===== config.mk =====
export PLATFORM = sky130hd
export DESIGN_NAME = gated_window_mean_stddev
export DESIGN_NICKNAME = d
export VERILOG_FILES = /design/src/rtl/gwms_pkg.sv /design/src/rtl/gwms_divsqrt.sv /design/src/rtl/gated_window_mean_stddev.sv
export SDC_FILE = /design/constraint.sdc
export NUM_CORES = 2
export LEC_CHECK = 0
export BUFFER_PORTS_ARGS = -buffer_cell sky130_fd_sc_hd__buf_2
export CORE_ASPECT_RATIO = 2
export CORE_UTILIZATION = 42
export CTS_BUF_LIST = sky130_fd_sc_hd__clkbuf_8
export DETAILED_ROUTE_END_ITERATION = 10
export HOLD_SLACK_MARGIN = 0.06
export PLACE_DENSITY_LB_ADDON = 0.12
export SYNTH_ARGS = -nofsm -noshare
export SYNTH_HDL_FRONTEND = slang
export SYNTH_SLANG_ARGS = --single-unit
export TNS_END_PERCENT = 100

===== constraint.sdc =====
create_clock -name clk -period 8.53 [get_ports clk]
set_input_delay 0.4265 -clock clk [delete_from_list [all_inputs] [get_ports clk]]
set_output_delay 0.4265 -clock clk [all_outputs]
set_load 0.01 [all_outputs]

===== src/rtl/gwms_pkg.sv =====
// ----------------------------------------------------------------------------
// gwms_pkg: shared types and constants of the gated window mean/stddev block
// Field widths, configuration register indexes, the sequencer states and the
// control and status bundles of the shared divide / square root unit.
// ----------------------------------------------------------------------------
package gwms_pkg;

  localparam int HALF_WINDOW_MAX_DEF = 16;

  localparam int POS_W      = 16;
  localparam int CHG_W      = 16;
  localparam int MAXD_W     = 16;
  localparam int HW_W       = 5;
  localparam int TRACK_W    = 16;
  localparam int RING_W     = POS_W + CHG_W;
  localparam int IN_DATA_W  = POS_W + CHG_W;
  localparam int OUT_DATA_W = POS_W + 2 * CHG_W;
  localparam int CFG_IDX_W  = 2;
  localparam int CFG_DATA_W = 16;

  localparam logic [CFG_IDX_W-1:0] REG_MAX_DISTANCE = 2'd0;
  localparam logic [CFG_IDX_W-1:0] REG_HALF_WINDOW  = 2'd1;

  localparam logic [MAXD_W-1:0] MAX_DISTANCE_RST = 16'd32;
  localparam logic [HW_W-1:0]   HALF_WINDOW_RST  = 5'd10;

  typedef enum logic {
    DS_DIV,
    DS_SQRT
  } ds_op_t;

  typedef struct packed {
    logic   start;
    ds_op_t op;
  } ds_ctrl_t;

  typedef struct packed {
    logic busy;
    logic done;
  } ds_stat_t;

  typedef enum logic [3:0] {
    S_IDLE,
    S_SETUP,
    S_CENTER,
    S_CPOS,
    S_SCAN,
    S_DRAIN,
    S_MUL,
    S_VAR,
    S_VWAIT,
    S_SWAIT,
    S_MWAIT,
    S_OUT
  } seq_state_t;

endpackage


===== src/rtl/gwms_divsqrt.sv =====
// ----------------------------------------------------------------------------
// gwms_divsqrt: shared bit-serial divider and square root unit
// One subtract-and-compare datapath, used either for restoring division
// (one quotient bit per cycle) or digit-by-digit square root (one root bit
// per cycle).
// ----------------------------------------------------------------------------
module gwms_divsqrt #(
  parameter int VW = 44,
  parameter int DW = 12
) (
  input  logic               clk,
  input  logic               rst_n,
  input  gwms_pkg::ds_ctrl_t ctrl,
  input  logic [VW-1:0]      num,
  input  logic [DW-1:0]      den,
  output gwms_pkg::ds_stat_t stat,
  output logic [VW-1:0]      result
);
  import gwms_pkg::*;

  localparam int RTW   = VW / 2;
  localparam int SUBW  = RTW + 3;
  localparam int CNT_W = $clog2(VW + 1);

  ds_op_t           op_r;
  logic             busy_r;
  logic             done_r;
  logic [CNT_W-1:0] cnt_r, cnt_nxt;
  logic [VW-1:0]    work_r, work_nxt;
  logic [SUBW-1:0]  rem_r, rem_nxt;
  logic [VW-1:0]    quo_r, quo_nxt;
  logic [DW-1:0]    den_r;
  logic [SUBW-1:0]  opa, opb;
  logic [SUBW:0]    diff;
  logic             ge;

  // In root mode the partial root lives in the low bits of the quotient.
  always_comb begin
    case (op_r)
      DS_SQRT: begin
        opa = {rem_r[SUBW-3:0], work_r[VW-1:VW-2]};
        opb = {1'b0, quo_r[RTW-1:0], 2'b01};
      end
      default: begin
        opa = {rem_r[SUBW-2:0], work_r[VW-1]};
        opb = {{(SUBW-DW){1'b0}}, den_r};
      end
    endcase
    diff = {1'b0, opa} - {1'b0, opb};
    ge   = ~diff[SUBW];
  end

  always_comb begin
    work_nxt = work_r;
    rem_nxt  = rem_r;
    quo_nxt  = quo_r;
    cnt_nxt  = cnt_r;
    if (ctrl.start) begin
      work_nxt = num;
      rem_nxt  = '0;
      quo_nxt  = '0;
      cnt_nxt  = (ctrl.op == DS_SQRT) ? CNT_W'(RTW) : CNT_W'(VW);
    end else if (busy_r) begin
      work_nxt = (op_r == DS_SQRT) ? {work_r[VW-3:0], 2'b00} : {work_r[VW-2:0], 1'b0};
      rem_nxt  = ge ? diff[SUBW-1:0] : opa;
      quo_nxt  = {quo_r[VW-2:0], ge};
      cnt_nxt  = cnt_r - 1'b1;
    end
  end

  always_ff @(posedge clk) begin
    if (!rst_n) begin
      busy_r <= 1'b0;
      done_r <= 1'b0;
      op_r   <= DS_DIV;
    end else begin
      busy_r <= ctrl.start | (busy_r && (cnt_r != CNT_W'(1)));
      done_r <= !ctrl.start && busy_r && (cnt_r == CNT_W'(1));
      if (ctrl.start) begin
        op_r <= ctrl.op;
      end
    end
  end

  always_ff @(posedge clk) begin
    work_r <= work_nxt;
    rem_r  <= rem_nxt;
    quo_r  <= quo_nxt;
    cnt_r  <= cnt_nxt;
    if (ctrl.start) begin
      den_r <= den;
    end
  end

  assign stat.busy = busy_r;
  assign stat.done = done_r;
  assign result    = quo_r;

endmodule


===== src/rtl/gated_window_mean_stddev.sv =====
// ----------------------------------------------------------------------------
// gated_window_mean_stddev: gated sliding-window charge mean and spread
// For each point of a track, the mean and standard deviation of the charge
// of neighbouring points that lie within a half-window and a distance gate.
// ----------------------------------------------------------------------------
// Usage. Points of a track stream in on the in_ channel, one word per point;
// in_tlast marks the last point of a track. Each result word on the out_
// channel belongs to one centre point, in point order, and out_tlast is set
// on the result of the track's last point. Results lag the input by the
// half-window: a point releases the centre half_window points behind it, and
// the track's last point releases every centre still pending.
// Timing. A point is accepted in S_IDLE and S_SETUP then decides what it
// releases; a point that releases nothing goes back to S_IDLE, ready again.
// Each released result scans N neighbours (at most 2*half_window+1, one
// ring read per cycle) and then runs two divisions and one root on the
// bit-serial divide / root unit, VW = 32 + 2*ceil(log2(2*HALF_WINDOW_MAX+2))
// bits wide. in_tready is low while results are being computed. The last
// result sits in an output register, so a new point is taken while it
// waits; a stalled receiver holds up only the next result. Reset clears
// the sequencer, the track counters and the registers to their defaults;
// the point ring needs no clearing, since only entries written in the
// current track are read. cfg_ready is always high; configuration is meant
// to be written while the block is idle.
module gated_window_mean_stddev #(
  parameter int HALF_WINDOW_MAX = gwms_pkg::HALF_WINDOW_MAX_DEF
) (
  input  logic                              clk,
  input  logic                              rst_n,
  // Point input.
  input  logic                              in_tvalid,
  output logic                              in_tready,
  // [15:0] point_position, [31:16] charge_sample
  input  logic [gwms_pkg::IN_DATA_W-1:0]    in_tdata,
  input  logic                              in_tlast,   // track_end
  // Result output.
  output logic                              out_tvalid,
  input  logic                              out_tready,
  // [15:0] out_position, [31:16] mean_charge, [47:32] charge_spread
  output logic [gwms_pkg::OUT_DATA_W-1:0]   out_tdata,
  output logic                              out_tlast,  // track_end_out
  // Register writes.
  input  logic                              cfg_valid,
  output logic                              cfg_ready,
  input  logic [gwms_pkg::CFG_IDX_W-1:0]    cfg_index,
  input  logic [gwms_pkg::CFG_DATA_W-1:0]   cfg_data
);
  import gwms_pkg::*;

  localparam int DEPTH = 2 * HALF_WINDOW_MAX + 1;
  localparam int AW    = $clog2(DEPTH);
  localparam int NW    = $clog2(DEPTH + 1);
  localparam int HWW   = $clog2(HALF_WINDOW_MAX + 1);
  localparam int S1W   = CHG_W + NW;
  localparam int S2W   = 2 * CHG_W + NW;
  localparam int SQW   = 2 * CHG_W;
  localparam int VW    = 2 * CHG_W + 2 * NW;
  localparam int DW    = 2 * NW;
  localparam int CW    = TRACK_W + 1;

  function automatic logic [AW-1:0] ring_inc(input logic [AW-1:0] a);
    ring_inc = (a == AW'(DEPTH - 1)) ? '0 : a + 1'b1;
  endfunction

  // Sequencer and configuration.
  seq_state_t          state_r, state_nxt;
  logic [MAXD_W-1:0]   max_dist_r;
  logic [HW_W-1:0]     half_win_r;

  // Track bookkeeping: ring slots follow the point indexes modulo DEPTH.
  logic [TRACK_W-1:0]  pit_r;
  logic [TRACK_W-1:0]  nc_r;
  logic [AW-1:0]       wr_idx_r;
  logic [AW-1:0]       ctr_idx_r;
  logic [CW-1:0]       count_r;
  logic                end_r;

  // Point ring, one write and one registered read per cycle.
  logic [RING_W-1:0]   ring_mem [DEPTH];
  logic [AW-1:0]       rd_addr;
  logic [RING_W-1:0]   rd_data_r;
  logic                rd_vld_r;

  // Neighbour scan and accumulation.
  logic [POS_W-1:0]    cpos_r;
  logic [AW-1:0]       scan_addr_r;
  logic [NW-1:0]       scan_left_r;
  logic                vld1_r;
  logic                take1_r;
  logic [CHG_W-1:0]    q1_r;
  logic [SQW-1:0]      sq1_r;
  logic [NW-1:0]       n_r;
  logic [S1W-1:0]      s1_r;
  logic [S2W-1:0]      s2_r;
  logic [VW-1:0]       pa_r;
  logic [VW-1:0]       pb_r;
  logic [DW-1:0]       nsq_r;
  logic [CHG_W-1:0]    spread_r;
  logic [CHG_W-1:0]    mean_r;

  // Result register.
  logic                out_vld_r;
  logic [POS_W-1:0]    out_pos_r;
  logic [CHG_W-1:0]    out_mean_r;
  logic [CHG_W-1:0]    out_spread_r;
  logic                out_last_r;

  // Shared divide / root unit.
  ds_ctrl_t            ds_ctrl;
  ds_stat_t            ds_stat;
  logic [VW-1:0]       ds_num;
  logic [DW-1:0]       ds_den;
  logic [VW-1:0]       ds_result;

  // Control strobes.
  logic                in_acc;
  logic                scan_issue;
  logic                out_load;
  logic                finish_item;

  // Window arithmetic.
  logic [HWW-1:0]      hw_eff;
  logic [CW-1:0]       nc_ext;
  logic                emit_go;
  logic                last_c;
  logic [HWW-1:0]      n_before;
  logic [HWW-1:0]      n_after;
  logic [CW-1:0]       rest;
  logic [NW-1:0]       n_total;
  logic [AW-1:0]       scan_start;
  logic [POS_W-1:0]    rd_pos;
  logic [CHG_W-1:0]    rd_q;
  logic [POS_W-1:0]    gap;
  logic [VW-1:0]       var_num;

  assign cfg_ready = 1'b1;
  assign in_acc    = in_tvalid && in_tready;

  // A half-window above the ring's reach acts as the largest one.
  assign hw_eff = (half_win_r > HW_W'(HALF_WINDOW_MAX)) ? HWW'(HALF_WINDOW_MAX)
                                                        : half_win_r[HWW-1:0];
  assign nc_ext = {1'b0, nc_r};

  // The next centre is due once its whole right half-window has arrived,
  // or once the track has ended.
  assign emit_go = (nc_ext < count_r) && (end_r || ((nc_ext + CW'(hw_eff)) < count_r));
  assign last_c  = end_r && ((nc_ext + 1'b1) == count_r);

  // Window bounds clipped to the points that exist in this track.
  assign n_before = (nc_r < TRACK_W'(hw_eff)) ? nc_r[HWW-1:0] : hw_eff;
  assign rest     = count_r - nc_ext - 1'b1;
  assign n_after  = (rest < CW'(hw_eff)) ? rest[HWW-1:0] : hw_eff;
  assign n_total  = NW'(n_before) + NW'(n_after) + 1'b1;
  assign scan_start = (ctr_idx_r >= AW'(n_before)) ? ctr_idx_r - AW'(n_before)
                                                   : ctr_idx_r + AW'(DEPTH) - AW'(n_before);

  assign rd_pos = rd_data_r[RING_W-1:CHG_W];
  assign rd_q   = rd_data_r[CHG_W-1:0];
  assign gap    = (rd_pos > cpos_r) ? rd_pos - cpos_r : cpos_r - rd_pos;

  // n*S2 >= S1*S1 always holds in exact integers; the clamp is kept anyway.
  assign var_num = (pa_r > pb_r) ? pa_r - pb_r : '0;

  // Next state.
  always_comb begin
    state_nxt = state_r;
    case (state_r)
      S_IDLE:   if (in_acc) state_nxt = S_SETUP;
      S_SETUP:  state_nxt = emit_go ? S_CENTER : S_IDLE;
      S_CENTER: state_nxt = S_CPOS;
      S_CPOS:   state_nxt = S_SCAN;
      S_SCAN:   if (scan_left_r == NW'(1)) state_nxt = S_DRAIN;
      S_DRAIN:  if (!rd_vld_r && !vld1_r) state_nxt = S_MUL;
      S_MUL:    state_nxt = S_VAR;
      S_VAR:    state_nxt = S_VWAIT;
      S_VWAIT:  if (ds_stat.done) state_nxt = S_SWAIT;
      S_SWAIT:  if (ds_stat.done) state_nxt = S_MWAIT;
      S_MWAIT:  if (ds_stat.done) state_nxt = S_OUT;
      S_OUT:    if (!out_vld_r || out_tready) state_nxt = S_SETUP;
      default:  state_nxt = S_IDLE;
    endcase
  end

  // Outputs of the sequencer.
  always_comb begin
    in_tready   = 1'b0;
    scan_issue  = 1'b0;
    out_load    = 1'b0;
    finish_item = 1'b0;
    rd_addr     = ctr_idx_r;
    ds_ctrl     = '{start: 1'b0, op: DS_DIV};
    ds_num      = var_num;
    ds_den      = nsq_r;
    case (state_r)
      S_IDLE:  in_tready = 1'b1;
      S_SETUP: finish_item = !emit_go;
      S_SCAN: begin
        scan_issue = 1'b1;
        rd_addr    = scan_addr_r;
      end
      S_VAR: ds_ctrl = '{start: 1'b1, op: DS_DIV};
      S_VWAIT: begin
        ds_ctrl = '{start: ds_stat.done, op: DS_SQRT};
        ds_num  = ds_result;
      end
      S_SWAIT: begin
        ds_ctrl = '{start: ds_stat.done, op: DS_DIV};
        ds_num  = VW'(s1_r);
        ds_den  = DW'(n_r);
      end
      S_OUT: out_load = !out_vld_r || out_tready;
      default: ;
    endcase
  end

  always_ff @(posedge clk) begin
    if (!rst_n) begin
      state_r    <= S_IDLE;
      max_dist_r <= MAX_DISTANCE_RST;
      half_win_r <= HALF_WINDOW_RST;
      pit_r      <= '0;
      nc_r       <= '0;
      wr_idx_r   <= '0;
      ctr_idx_r  <= '0;
      rd_vld_r   <= 1'b0;
      vld1_r     <= 1'b0;
      out_vld_r  <= 1'b0;
    end else begin
      state_r  <= state_nxt;
      rd_vld_r <= scan_issue;
      vld1_r   <= rd_vld_r;

      if (cfg_valid && cfg_ready) begin
        if (cfg_index == REG_MAX_DISTANCE) begin
          max_dist_r <= cfg_data[MAXD_W-1:0];
        end else if (cfg_index == REG_HALF_WINDOW) begin
          half_win_r <= cfg_data[HW_W-1:0];
        end
      end

      if (in_acc) begin
        wr_idx_r <= ring_inc(wr_idx_r);
      end

      if (out_load) begin
        nc_r      <= nc_r + 1'b1;
        ctr_idx_r <= ring_inc(ctr_idx_r);
      end

      // A finished track restarts the point numbering.
      if (finish_item) begin
        if (end_r) begin
          pit_r     <= '0;
          nc_r      <= '0;
          wr_idx_r  <= '0;
          ctr_idx_r <= '0;
        end else begin
          pit_r <= count_r[TRACK_W-1:0];
        end
      end

      if (out_load) begin
        out_vld_r <= 1'b1;
      end else if (out_tready) begin
        out_vld_r <= 1'b0;
      end
    end
  end

  // Point ring. Each entry keeps the position in its high half and the
  // charge in its low half.
  always_ff @(posedge clk) begin
    if (in_acc) begin
      ring_mem[wr_idx_r] <= {in_tdata[POS_W-1:0], in_tdata[IN_DATA_W-1:POS_W]};
    end
    rd_data_r <= ring_mem[rd_addr];
  end

  // Datapath registers.
  always_ff @(posedge clk) begin
    if (in_acc) begin
      count_r <= CW'(pit_r) + 1'b1;
      // The point with the highest index ends its track regardless.
      end_r   <= in_tlast | (pit_r == '1);
    end

    if (state_r == S_SETUP) begin
      scan_addr_r <= scan_start;
      scan_left_r <= n_total;
    end else if (scan_issue) begin
      scan_addr_r <= ring_inc(scan_addr_r);
      scan_left_r <= scan_left_r - 1'b1;
    end

    if (state_r == S_CPOS) begin
      cpos_r <= rd_pos;
    end

    // Gate stage: distance test and square, one neighbour per cycle.
    take1_r <= (gap <= max_dist_r);
    q1_r    <= rd_q;
    sq1_r   <= SQW'(rd_q) * SQW'(rd_q);

    if (state_r == S_CENTER) begin
      n_r  <= '0;
      s1_r <= '0;
      s2_r <= '0;
    end else if (vld1_r && take1_r) begin
      n_r  <= n_r + 1'b1;
      s1_r <= s1_r + S1W'(q1_r);
      s2_r <= s2_r + S2W'(sq1_r);
    end

    // Variance numerator and denominator: (n*S2 - S1*S1) / (n*n).
    if (state_r == S_MUL) begin
      pa_r  <= VW'(n_r) * VW'(s2_r);
      pb_r  <= VW'(s1_r) * VW'(s1_r);
      nsq_r <= DW'(n_r) * DW'(n_r);
    end

    if (state_r == S_SWAIT && ds_stat.done) begin
      spread_r <= ds_result[CHG_W-1:0];
    end
    if (state_r == S_MWAIT && ds_stat.done) begin
      mean_r <= ds_result[CHG_W-1:0];
    end

    if (out_load) begin
      out_pos_r    <= cpos_r;
      out_mean_r   <= mean_r;
      out_spread_r <= spread_r;
      out_last_r   <= last_c;
    end
  end

  gwms_divsqrt #(
    .VW (VW),
    .DW (DW)
  ) u_divsqrt (
    .clk    (clk),
    .rst_n  (rst_n),
    .ctrl   (ds_ctrl),
    .num    (ds_num),
    .den    (ds_den),
    .stat   (ds_stat),
    .result (ds_result)
  );

  assign out_tvalid = out_vld_r;
  assign out_tdata  = {out_spread_r, out_mean_r, out_pos_r};
  assign out_tlast  = out_last_r;

endmodule


# --- Yosys cells after proc, flatten, opt, wreduce, memory -nomap -nowiden ---
# Memories as Yosys holds them, arrays and structs flattened. A register that Yosys moved wholly into a read port is not among the register bits.
# Cells that the tools add are included.
word_totals:
  reg_bits: 547
  ram_bits: 1056
  inputBits: 56
  output_inout_bits: 52
  wordCells: 185
  memories: 1
memory_table:
  columns: ["name", "depth", "width", "rd", "rd_clocked_by_memory_dff", "wr", "line_no", "source"]
  rows:
  - ["ring_mem", 33, 32, 1, 1, 1, "gated_window_mean_stddev.sv:78", "logic [RING_W-1:0] ring_mem [DEPTH];"]
op_classes:
  add_sub_neg: 23
  mul: 4
  order_cmp: 9
  eq_ne: 27
  muxes: 53
  bitwise: 4
  reduce_logical: 25
ops:
  columns: ["cell", "n"]
  rows:
  - ["$mux 44", 4]
  - ["$mux 6", 19]
  - ["$pmux 44 s2", 1]
  - ["$mux 16", 5]
  - ["$mux 24", 2]
  - ["$pmux 4 s12", 1]
  - ["$gt 44x44->1", 1]
  - ["$mul 22x22->44", 1]
  - ["$mul 6x38->44", 1]
  - ["$sub 44x44->44", 1]
  - ["$add 38x32->38", 1]
  - ["$add 16x1->17 const B", 2]
  - ["$mul 16x16->32", 1]
  - ["$sub 16x16->16", 2]
  - ["$add 6x1->6 const B", 5]
  - ["$mux 4", 7]
  - ["$sub 25x24->26", 1]
  - ["$mux 25", 1]
  - ["$add 22x16->22", 1]
  - ["$eq 6x6->1 const B", 3]
  - ["$add 16x5->17", 1]
  - ["$eq 17x17->1", 1]
  - ["$lt 16x17->1", 1]
  - ["$lt 17x17->1", 1]
  - ["other kinds (39)", 81]

# --- Depth between registers and ports, before layout ---
depth:
  ltp_word: 9
  depth_mapped: 28
  ltp_nobuf: 26

# --- By module ---
# Synthesis repeated with hierarchy kept, for this count alone.
unflattened:
  hier_cells: 8326
  area_unflattened_um2: 100794.2
modules_own_cells:
  columns: ["module", "instances", "cells_per_inst", "area_each_um2", "seq_area_each_um2"]
  rows:
  - ["gated_window_mean_stddev", 1, 7588, 93435.9, 42811.1]
  - ["gwms_divsqrt", 1, 738, 7358.3, 3283.1]

# --- Least setup slack after synthesis ---
# OpenSTA, ideal clock, no wires.
synth_path:
  path_type: "reg2reg"
  startpoint: "reg s1_r[17]"
  endpoint: "reg pb_r[43] (data pin)"
  setup_time_ns: 0.258
  t_arrival_ns: 7.131
  required_ns: 8.272
  slack_ns: 1.141
  path_stages_with_launch: 27
  n_path_buf: 2
  synth_period_minus_slack_ns: 7.389
  cell_sequence: "dfxtp_1 clkbuf_1 clkbuf_1 nand2_1 fa_1 inv_1 fa_1 inv_1 fa_1 inv_1 fa_1 fa_1 fa_1 inv_1 fa_1 inv_1 ha_1 a41oi_1 o21ai_1 a21o_1 a2111oi_0 o32ai_1 a21oi_1 o21bai_1 a221o_1 a221o_1 xnor2_1"
synth_via:
  elab_chain_cells: 1
synth_rtl:
  columns: ["item", "line_no", "source"]
  rows:
  - ["start: declaration", "gated_window_mean_stddev.sv:92", "logic [S1W-1:0] s1_r;"]
  - ["start signal: assignment", "gated_window_mean_stddev.sv:309", "s1_r <= s1_r + S1W'(q1_r);"]
  - ["$mul 22x22->44", "gated_window_mean_stddev.sv:316", "pb_r <= VW'(s1_r) * VW'(s1_r);"]
  - ["end signal: assignment", "gated_window_mean_stddev.sv:316", null]
  - ["end: declaration", "gated_window_mean_stddev.sv:95", "logic [VW-1:0] pb_r;"]
# No other way between the ends.
# A chain may end at the register's enable or synchronous reset.

# --- Worst setup path in the final report ---
layout_path:
  startpoint: "reg s1_r[7]"
  endpoint: "reg pb_r[29] (data pin)"
# The elaborated chain is that of the path after synthesis.

==> results.sh <==
export IMPL_grt_pass1_wl_um=435000
export IMPL_finalSetupViolCount=0
export IMPL_avgSynthCellArea_um2=12.1
export IMPL_synth_top_flop_cell="edfxtp_1"
export IMPL_holdPathStages=2
export IMPL_clock_sinks=1631
export IMPL_maxCapViolations=0
export IMPL_ir_drop_mv=0.985
export IMPL_layout_drive_gt1_share_pct=11.2
export IMPL_cp_start_kind="register"
export IMPL_synth_distinct_cells=81
export IMPL_ys_seq_elements=1631
export IMPL_reg2regPathDepth=24
export IMPL_die_area_mm2=0.240
export IMPL_ios=108
export IMPL_fin_ws_ps=288
export IMPL_min_to="end_r"
export IMPL_fmax_ghz=0.121
export IMPL_crit_chain="inv_1, nor2_1, fa_1, inv_1, fa_1, fa_1, inv_1, ha_1, ha_1, inv_1, fa_1, inv_1, fa_1, ha_1, nand2_1, or4_1, a31oi_1, o21ai_0, a31oi_1, o2bb2ai_1, o21a_1, o21ai_0, o31ai_1, xor2_1"
export IMPL_hold_violations=0
export IMPL_min_delay_path_class="input pin to register"
export IMPL_antenna_left=0
export IMPL_cts_htree_levels=4
export IMPL_finish_instance_area_mm2=0.110
export IMPL_synthTopCellsByArea="edfxtp_1, fa_1, ha_1"
export IMPL_setup_tns_ps=0
export IMPL_chipHeight_um=692
export IMPL_vias_per_cell=5.47
export IMPL_place_area_mm2=0.105
export IMPL_place_detailed_hpwl_um=214000
export IMPL_grt_pass1_vias=69000
export IMPL_drc=0
export IMPL_crit_fanout=12
export IMPL_globalplace_congestion=0.915
export IMPL_cp_end_kind="register"
export IMPL_firstDrtPassIters=6
export IMPL_cpMaxStageDelayCell="dfxtp_1"
export IMPL_syn_area_mm2=0.100
export IMPL_synth_edf_count=1343
export IMPL_drv_slew=1
export IMPL_tightest_slew_ps=1560
export IMPL_power_leakage_nw=45.4
export IMPL_clkTransAtPathRegs_ps=70
export IMPL_wire_per_inst_um=25.4
export IMPL_nets=9787
export IMPL_overflow=0
export IMPL_grtUsageTotal_pct=24.7
export IMPL_reg2reg_slack_ps=290
export IMPL_hold_ws_ps=107
export IMPL_port_buffers=106
export IMPL_async_flop_share_pct=0
export IMPL_reg2reg_to="pb_r[29]"
export IMPL_r2r_start="s1_r[7]"
export IMPL_syn_num_nets=9554
export IMPL_slowest_delay_ps=800
export IMPL_dp_slack_ps=458
export IMPL_slew_headroom_pct=-4.20
export IMPL_status="complete, but fails checks"
export IMPL_rows=253
export IMPL_violations="max-slew violations"
export IMPL_synth_top_area_cell="edfxtp_1"
export IMPL_min_from="in_tlast"
export IMPL_yosys_warnings=0
export IMPL_clockBufferDepth=4
export IMPL_rsz0062_at_grt="false"
export IMPL_finalCritPeriodShare_pct=96.6
export IMPL_p_per_area_mw_per_mm2=347
export IMPL_first_iter_violations=3587
export IMPL_grt_max_degree=129
export IMPL_vias=64300
export IMPL_arrival_ps=8910
export IMPL_worstSetupPathType="register to register"
export IMPL_netlist_area_leader_share_pct=40.3
export IMPL_syn2layout_area_growth_pct=10.4
export IMPL_core_mm2=0.237
export IMPL_clock_latency_ps=1010
export IMPL_cts_root_buffer="clkbuf_8"
export IMPL_fin_crit_ps=8240
export IMPL_initial_core_util_pct=42.2
export IMPL_cts_tree="yes"
export IMPL_ys_seq_area_share_pct=46.1
export IMPL_finClkSkew_ps=80.6
export IMPL_cp_data_required_time_ps=9200
export IMPL_cts_buffers=247
export IMPL_fp_dieW_um=347
export IMPL_drt_total_wl_um=298000
export IMPL_synthCells=8247
export IMPL_antenna_found_initial=15
-- worst max path at each step --
stage | start | to | slack (ps) | depth (start not counted)
after CTS | s1_r[8] | pb_r[43] | 450 | 24
after global routing | s1_r[2] | pb_r[29] | 60 | 26
after global placement | s1_r[9] | pb_r[29] | 490 | 26
after floorplan | s1_r[17] | pb_r[43] | 1140 | 26
final | s1_r[7] | pb_r[29] | 290 | 24
after detailed placement | s1_r[8] | pb_r[43] | 460 | 24
-- critical path: cells and delay by family (launching register included) --
family / cells / cell delay [ps]
flops: 1 / 800
xor+xnor: 1 / 130
compound gates: 7 / 2140
buf+inv: 5 / 580
fa+ha+maj: 8 / 3300
simple gates: 3 / 1030
-- sequential cells by signal, summed over array words and instances (netlist names), 24 cells and up --
| signal | flops |
|---|---|
| pb_r | 43 |
| u_divsqrt.result | 44 |
| u_divsqrt.rem_r | 24 |
| s2_r | 38 |
| pa_r | 44 |
| ring_mem | 1056 |
| u_divsqrt.work_r | 44 |
| sq1_r | 31 |
| rd_data_r | 32 |
-- logic make-up (layout without fill, tap and decap cells) --
group / count (synthesis) / count (layout) / synth area share [%]
DFF: 1631 / 1631 / 46.1
other: 1 / 9 / 0.00375
and+or+nand+nor: 1898 / 1898 / 8.72
AOI/OAI and AO/OA: 1218 / 1218 / 7.81
xor gates and xnor gates: 345 / 345 / 3.02
muxes: 516 / 516 / 8.41
adders and majority gates: 1252 / 1252 / 20.7
buffers and inverters: 1386 / 1810 / 5.26
-- layout make-up --
type / count / area [um2]
fillers: 21600 / 127000
well taps: 3060 / 3830
flip-flops and latches: 1631 / 46100
multi-input cells: 5230 / 49100
inverters: 1053 / 3960
diodes: 8 / 20.0
repair buffers: 317 / 2400
clock buffers: 280 / 3850
clock inverters: 160 / 1260
-- cell usage in the layout, fill, tap and decap left out, types with 240 or more instances in the layout --
| cell | netlist | final |
|---|---|---|
| clkbuf_8 | 0 | 280 |
| inv_1 | 1048 | 1118 |
| nor2_1 | 417 | 381 |
| edfxtp_1 | 1343 | 1343 |
| fa_1 | 672 | 672 |
| nand2_1 | 784 | 783 |
| mux4_2 | 256 | 256 |
| ha_1 | 579 | 579 |
| a21oi_1 | 406 | 404 |
| dfxtp_1 | 288 | 286 |
| xnor2_1 | 240 | 240 |
-- power breakdown --
part | leakage [nW] | internal [mW] | switching, mW | total (mW)
logic | 27.9 | 9.54 | 12.3 | 21.8
registers | 14.6 | 9.28 | 0.410 | 9.69
clock network | 2.88 | 3.61 | 3.23 | 6.84
total | 45.4 | 22.4 | 15.9 | 38.4
-- stage by stage --
| step | util, % | instances | power [mW] |
|---|---|---|---|
| final | 46.6 | 11700 | 38.4 |
| after global routing | 46.6 | 11700 | 41.7 |
| after CTS | 46.6 | 11700 | 38.9 |
| after detailed placement | 44.1 | 11200 | 31.9 |
| after global placement | 44.1 | 11200 | 31.5 |
| after floorplan | - | 8247 | 26.7 |
-- repair_timing --
action | CTS | global route
setup endpoints to repair | 0 | 1
endpoints found under the hold margin | 1083 | 0
buffers inserted | 0 | 0
resized for setup | 0 | 1
hold buffers | 68 | 0
-- synthesized netlist by cell type (all sizes together), types with 10 or more instances --
library cell  number
mux4             256
nand3            103
o221ai            22
o21bai            41
a211oi            99
fa               672
nand2b            44
nor4              18
a21boi            30
clkbuf           251
or2               11
a221oi            11
a31oi             25
xor2             105
o31ai             16
nand4             43
mux2i            222
nor3              73
a21oi            406
mux2              38
o21a              44
buf               82
or3               10
nor2             417
dfxtp            288
nor2b            146
and3              37
xnor2            240
and2             174
nand2            784
ha               579
a22oi             55
o21ai            192
edfxtp          1343
a21o             155
o211ai            23
nand3b            10
inv             1051
-- per-layer routing --
| layer | GRT usage (%) | up-vias | part of all wire (%) |
|---|---|---|---|
| met3 | 2.61 | 741 | 3.2 |
| li1 | - | 29200 | - |
| met4 | 17.5 | 4 | 8.1 |
| met5 | 0 | - | 0.0077 |
| met2 | 48.7 | 1501 | 56 |
| met1 | 23.3 | 32800 | 32 |
Note: power is estimated with default switching activity, not from simulation.
